<file path="src/temperature_setpoint_fan_drive_unit_assert.svh">
// Assertion macros for the temperature setpoint fan drive unit.
`ifndef TEMPERATURE_SETPOINT_FAN_DRIVE_UNIT_ASSERT_SVH
`define TEMPERATURE_SETPOINT_FAN_DRIVE_UNIT_ASSERT_SVH

// Same-cycle implication, checked out of reset.
`define TSFD_ASSERT_NOW(label, clk, rst_n, ante, cons, msg) \
    label: assert property (@(posedge clk) disable iff (!rst_n) (ante) |-> (cons)) \
        else $error(msg);

// Next-cycle implication, checked out of reset.
`define TSFD_ASSERT_NEXT(label, clk, rst_n, ante, cons, msg) \
    label: assert property (@(posedge clk) disable iff (!rst_n) (ante) |=> (cons)) \
        else $error(msg);

`endif

</file>
<file path="src/tsfd_pkg.sv">
// Shared types and constants of the temperature setpoint fan drive unit.
`default_nettype none

package tsfd_pkg;

    typedef logic signed [14:0] reading_t;
    typedef logic [15:0]        compare_t;
    typedef logic [15:0]        bcd4_t;
    typedef logic [1:0]         digit_sel_t;

    typedef enum logic [1:0] {
        KEY_NONE = 2'd0,
        KEY_INC  = 2'd1,
        KEY_DEC  = 2'd2,
        KEY_NEXT = 2'd3
    } key_code_t;

    typedef enum logic [0:0] {
        CFG_BASE_COUNT = 1'd0,
        CFG_GAIN       = 1'd1
    } cfg_index_t;

    localparam int unsigned CFG_DATA_W = 16;

    localparam bcd4_t       SP_RESET_BCD = 16'h2800;
    localparam compare_t    BASE_RESET   = 16'd250;
    localparam logic [7:0]  GAIN_RESET   = 8'd50;

    // Setpoint state as seen by the datapath.
    typedef struct packed {
        bcd4_t      bcd;
        digit_sel_t sel;
    } sp_state_t;

endpackage

`default_nettype wire

</file>
<file path="src/tsfd_setpoint.sv">
// BCD setpoint editor: digit select, carry/borrow, floor at 00.00, clamp at 50.00.
`default_nettype none

module tsfd_setpoint
    import tsfd_pkg::*;
(
    input  logic       clk,
    input  logic       rst_n,
    input  logic       apply,
    input  logic [1:0] key,
    output sp_state_t  state
);

    bcd4_t             bcd_reg;
    bcd4_t             bcd_next;
    digit_sel_t        sel_reg;
    digit_sel_t        sel_next;
    logic signed [5:0] d [4];
    logic              over;

    always_comb
    begin
        for (int i = 0; i < 4; i++)
        begin
            d[i] = signed'({2'b00, bcd_reg[15 - 4*i -: 4]});
        end
        sel_next = sel_reg;
        case (key_code_t'(key))
            KEY_INC:
            begin
                for (int i = 0; i < 4; i++)
                begin
                    if (2'(i) == sel_reg)
                    begin
                        d[i] = d[i] + 6'sd1;
                    end
                end
            end
            KEY_DEC:
            begin
                for (int i = 0; i < 4; i++)
                begin
                    if (2'(i) == sel_reg)
                    begin
                        d[i] = d[i] - 6'sd1;
                    end
                end
            end
            KEY_NEXT: sel_next = sel_reg + 2'd1;
            KEY_NONE: ;
            default: ;
        endcase
        // carry then borrow, hundredths upward
        for (int i = 3; i >= 1; i--)
        begin
            if (d[i] >= 6'sd10)
            begin
                d[i]     = 6'sd0;
                d[i - 1] = d[i - 1] + 6'sd1;
            end
        end
        for (int i = 3; i >= 1; i--)
        begin
            if (d[i] < 6'sd0)
            begin
                d[i]     = 6'sd9;
                d[i - 1] = d[i - 1] - 6'sd1;
            end
        end
        if (d[0] < 6'sd0)
        begin
            for (int i = 0; i < 4; i++)
            begin
                d[i] = 6'sd0;
            end
        end
        over = (d[0] > 6'sd5)
            || ((d[0] == 6'sd5) && ((d[1] != 6'sd0) || (d[2] != 6'sd0) || (d[3] != 6'sd0)));
        if (over)
        begin
            d[0] = 6'sd5;
            d[1] = 6'sd0;
            d[2] = 6'sd0;
            d[3] = 6'sd0;
        end
        bcd_next = {d[0][3:0], d[1][3:0], d[2][3:0], d[3][3:0]};
    end

    always_ff @(posedge clk or negedge rst_n)
    begin
        if (!rst_n)
        begin
            bcd_reg <= SP_RESET_BCD;
            sel_reg <= '0;
        end
        else if (apply)
        begin
            bcd_reg <= bcd_next;
            sel_reg <= sel_next;
        end
    end

    assign state.bcd = bcd_reg;
    assign state.sel = sel_reg;

endmodule

`default_nettype wire

</file>
<file path="config.mk">
export PLATFORM = sky130hd
export DESIGN_NAME = tsfd_setpoint
export DESIGN_NICKNAME = d
export VERILOG_FILES = /design/src/temperature_setpoint_fan_drive_unit_assert.svh /design/src/tsfd_pkg.sv /design/src/tsfd_setpoint.sv
export SDC_FILE = /design/constraint.sdc
export NUM_CORES = 1
export LEC_CHECK = 0
export ABC_CLOCK_PERIOD_IN_PS = 4800
export BUFFER_PORTS_ARGS = -buffer_cell sky130_fd_sc_hd__buf_2
export CORE_ASPECT_RATIO = 0.8
export CORE_MARGIN = 4
export CORE_UTILIZATION = 56
export DETAILED_ROUTE_END_ITERATION = 12
export PLACE_DENSITY = 0.78
export SLEW_MARGIN = 20
export SYNTH_ARGS = -nofsm -noshare
export SYNTH_HDL_FRONTEND = slang
export SYNTH_SLANG_ARGS = --single-unit
</file>
<file path="constraint.sdc">
create_clock -name clk -period 4.8 [get_ports clk]
set_input_delay 0.72 -clock clk [delete_from_list [all_inputs] [get_ports clk]]
set_output_delay 0.72 -clock clk [all_outputs]
set_load 0.01 [all_outputs]
</file>
==> flow_metrics.env <==
export IMPL_outcome="finished with violations"
export IMPL_violations="setup timing"
export IMPL_drc=0
export IMPL_ys_dominant_reg_cell="sky130_fd_sc_hd__dfrtp_1"
export IMPL_die_width_um=91.9
export IMPL_synth_top_family_by_area="compound AO/OA/AOI/OAI gates"
export IMPL_cts_buffer_depth=2
export IMPL_critical_path_startpoint="key[0]"
export IMPL_synth_compound_area_share=0.375
export IMPL_final_util=0.920
export IMPL_initial_cell_density_of_the_core=0.577
export IMPL_area_of_the_multi_input_gates_um2=3020
export IMPL_antenna_found_initial=0
export IMPL_synth_xor_xnor_area_share=0.0579
export IMPL_synthDominantAreaCellType="sky130_fd_sc_hd__dfrtp_1"
export IMPL_power_leakage_nw=2.15
export IMPL_r2r_start="bcd_reg[4]"
export IMPL_worst_endpoint_required_ps=4920
export IMPL_timing_final_crit_period_ps=5340
export IMPL_synthMuxAreaShare=0.0250
export IMPL_finalHoldWorstSlack_ps=397
export IMPL_synth_edff_count=0
export IMPL_hold_viol=0
export IMPL_synth_simple_gate_area_share=0.256
export IMPL_vdd_ir_drop_max_mv=0.371
export IMPL_post_cts_hold_buffer_count=0
export IMPL_worst_slew_margin_rel=0.439
export IMPL_rsz0062_at_grt="yes"
export IMPL_detailed_place_hpwl_mm=8.95
export IMPL_yosysWarningCount=0
export IMPL_post_synth_cell_area_avg_um2=7.56
export IMPL_globalplace_congestion=0.997
export IMPL_post_detailed_route_via_to_cell_ratio=7.62
export IMPL_setup_worst_path_end_class="flip-flop"
export IMPL_tritoncts_num_sinks=18
export IMPL_largest_register_ffs=16
export IMPL_maxCapViolations=0
export IMPL_core_um2=5470
export IMPL_htreeDepth=1
export IMPL_final_min_period_over_clock_period=1.11
export IMPL_cts_tree="built"
export IMPL_nNetsFinal=601
export IMPL_placement_rows=24
export IMPL_layout_drive_gt1_share=0.462
export IMPL_timing_worst_slew_pin_value_ps=839
export IMPL_commonest_non_fill_non_tap_cell_in_the_layout="sky130_fd_sc_hd__buf_4"
export IMPL_post_place_cell_area_um2=4300
export IMPL_num_vias=4968
export IMPL_grt_pass1_wl_mm=21.2
export IMPL_final_setup_violation_count=15
export IMPL_fraction_of_synthesis_flops_using_an_asynchronous_set_or_reset_pin=1.00
export IMPL_p_total_w=0.00292
export IMPL_criticalPathCategory="in2reg"
export IMPL_largest_net_degree_at_the_start_of_global_routing=28
export IMPL_final_cell_mix="sky130_fd_sc_hd__buf_4 (136), sky130_fd_sc_hd__nand2_1 (37), sky130_fd_sc_hd__nor2_1 (25)"
export IMPL_synthAdderAreaFrac=0.0833
export IMPL_holdCritPathClass="in2async"
export IMPL_floorplan_die_area_um2=6900
export IMPL_num_cts_buffers=3
export IMPL_synthesis_nets=443
export IMPL_cts_root_buf="sky130_fd_sc_hd__clkbuf_8"
export IMPL_clkSlewWorstSetupHoldPaths_ps=80
export IMPL_final_area_um2=5030
export IMPL_route_antenna_remaining_nets=0
export IMPL_fmaxAchievable_mhz=187
export IMPL_dr_pass1_iters=10
export IMPL_timing_critical_path_fanout_max=9
export IMPL_power_density_cell_area_nw_per_um2=581
export IMPL_fillCellCount=213
export IMPL_io_pin_count=23
export IMPL_worstSetupStartpointType="input port"
export IMPL_insertedDiodeCount=0
export IMPL_maxSlewViolCount=0
export IMPL_die_height_um=75.1
export IMPL_place_port_buffers=22
export IMPL_synthDistinctLibCells=84
export IMPL_first_global_vias=4168
export IMPL_ys_ff_latch=18
export IMPL_synth_cell_area_um2=3150
export IMPL_timing_final_ws_setup_ps=-535
export IMPL_seq_area_frac_synth=0.144
export IMPL_finalWirelength_mm=16.4
export IMPL_globalRoute_totalOverflow=0
export IMPL_synth_top_area_share=0.127
export IMPL_grtUsageTotal=0.380
export IMPL_route_detailed_wl_per_inst_um=25.1
export IMPL_final_setup_skew_ps=1.78
export IMPL_drt_iter0_markers=949
export IMPL_synthTopCellsByArea="sky130_fd_sc_hd__dfrtp_1 (13%), sky130_fd_sc_hd__ha_1 (8.3%), sky130_fd_sc_hd__nand2_1 (4.6%), sky130_fd_sc_hd__xnor2_1 (4.4%), sky130_fd_sc_hd__o32ai_1 (4.2%)"
export IMPL_dp_worst_setup_slack_ps=-670
export IMPL_synth_cells=417
export IMPL_syn_to_final_growth_pct=59.4
export IMPL_clock_latency_late_sink_ps=270
export IMPL_crit_arrival_ps=5450
export IMPL_regArea_um2=453
-- metal layers --
metal	part of all wire	vias up	routed length, um	track usage
li1	-	1929	-	-
met1	0.34	2212	5630	0.495
met2	0.42	593	6870	0.663
met3	0.14	234	2250	0.0659
met4	0.098	0	1600	0.0972
met5	0	-	0	0
-- through the flow --
stage | instances | TNS [ps]
after floorplan | 417 | -5180
after global placement | 620 | -6870
after detailed placement | 620 | -9220
after CTS | 637 | -649
after global routing | 652 | -8200
final | 652 | -6200
-- synth_stat cells, types with 7 or more instances --
cell type,n
sky130_fd_sc_hd__nand2b_1,7
sky130_fd_sc_hd__clkbuf_1,12
sky130_fd_sc_hd__xnor2_1,16
sky130_fd_sc_hd__nor2_1,29
sky130_fd_sc_hd__nand3_1,16
sky130_fd_sc_hd__nor3_1,12
sky130_fd_sc_hd__ha_1,21
sky130_fd_sc_hd__nand4_1,13
sky130_fd_sc_hd__dfrtp_1,16
sky130_fd_sc_hd__o32ai_1,15
sky130_fd_sc_hd__nand2_1,39
sky130_fd_sc_hd__inv_1,27
sky130_fd_sc_hd__o22ai_1,7
sky130_fd_sc_hd__o21ai_0,20
sky130_fd_sc_hd__a21oi_1,25
sky130_fd_sc_hd__o31ai_1,7
-- report_power, final --
part	switching (W)	internal, W
clock network	0.0000651	0.0000733
logic	0.00135	0.00112
registers	0.000101	0.000209
-- critical path, stage by stage --
cell                       delay (ps)
sky130_fd_sc_hd__buf_6            100
sky130_fd_sc_hd__inv_4             60
sky130_fd_sc_hd__ha_4             210
sky130_fd_sc_hd__buf_4            160
sky130_fd_sc_hd__buf_4            140
sky130_fd_sc_hd__nor3b_1          250
sky130_fd_sc_hd__a22o_1           220
sky130_fd_sc_hd__or3_4            160
sky130_fd_sc_hd__o31ai_4          120
sky130_fd_sc_hd__or4_4            550
sky130_fd_sc_hd__o311ai_4         140
sky130_fd_sc_hd__a21o_1           180
sky130_fd_sc_hd__buf_6            130
sky130_fd_sc_hd__a21oi_2           70
sky130_fd_sc_hd__o22ai_4          240
sky130_fd_sc_hd__nand2_8          110
sky130_fd_sc_hd__xnor2_4          190
sky130_fd_sc_hd__inv_2             80
sky130_fd_sc_hd__ha_4             190
sky130_fd_sc_hd__buf_4            150
sky130_fd_sc_hd__buf_6            120
sky130_fd_sc_hd__nor3_4           170
sky130_fd_sc_hd__o41a_1           400
sky130_fd_sc_hd__nor2_4           140
sky130_fd_sc_hd__o32ai_1          430
-- final cells by class --
cell class,count,share of cell area
Tap cell,78,0.0194
Clock buffer,4,0.0110
Timing Repair Buffer,170,0.258
Inverter,28,0.0222
Multi-Input combinational cell,354,0.600
Sequential cell,18,0.0901
-- path summary, 6_finish.rpt --
check	to	cells after the start	slack, ps
hold / removal	bcd_reg[14]	1	400
setup reg to reg	bcd_reg[4]	24	-510
hold reg to reg	bcd_reg[11]	2	620
setup / recovery	bcd_reg[4]	25	-540
max in group asynchronous	bcd_reg[11]	1	4050
min in group clk	bcd_reg[11]	2	620
-- timing repair --
item	CTS	global route
setup endpoints to repair	15	15
setup buffers	13	16
hold endpoints to repair	0	0
gates resized for setup	47	42
pin swaps	21	18
cloned	0	0
-- logic make-up (layout without fill, tap and decap cells) --
| family | count (synthesis) | in the layout |
|---|---|---|
| AO/OA/AOI/OAI | 151 | 151 |
| AND/OR/NAND/NOR | 155 | 155 |
| flip-flops | 18 | 18 |
| adder cells (fa/ha/maj) | 21 | 21 |
| buffers and inverters | 45 | 202 |
| multiplexers | 7 | 7 |
| XOR/XNOR | 20 | 20 |
(Power assumes the default switching activity.)
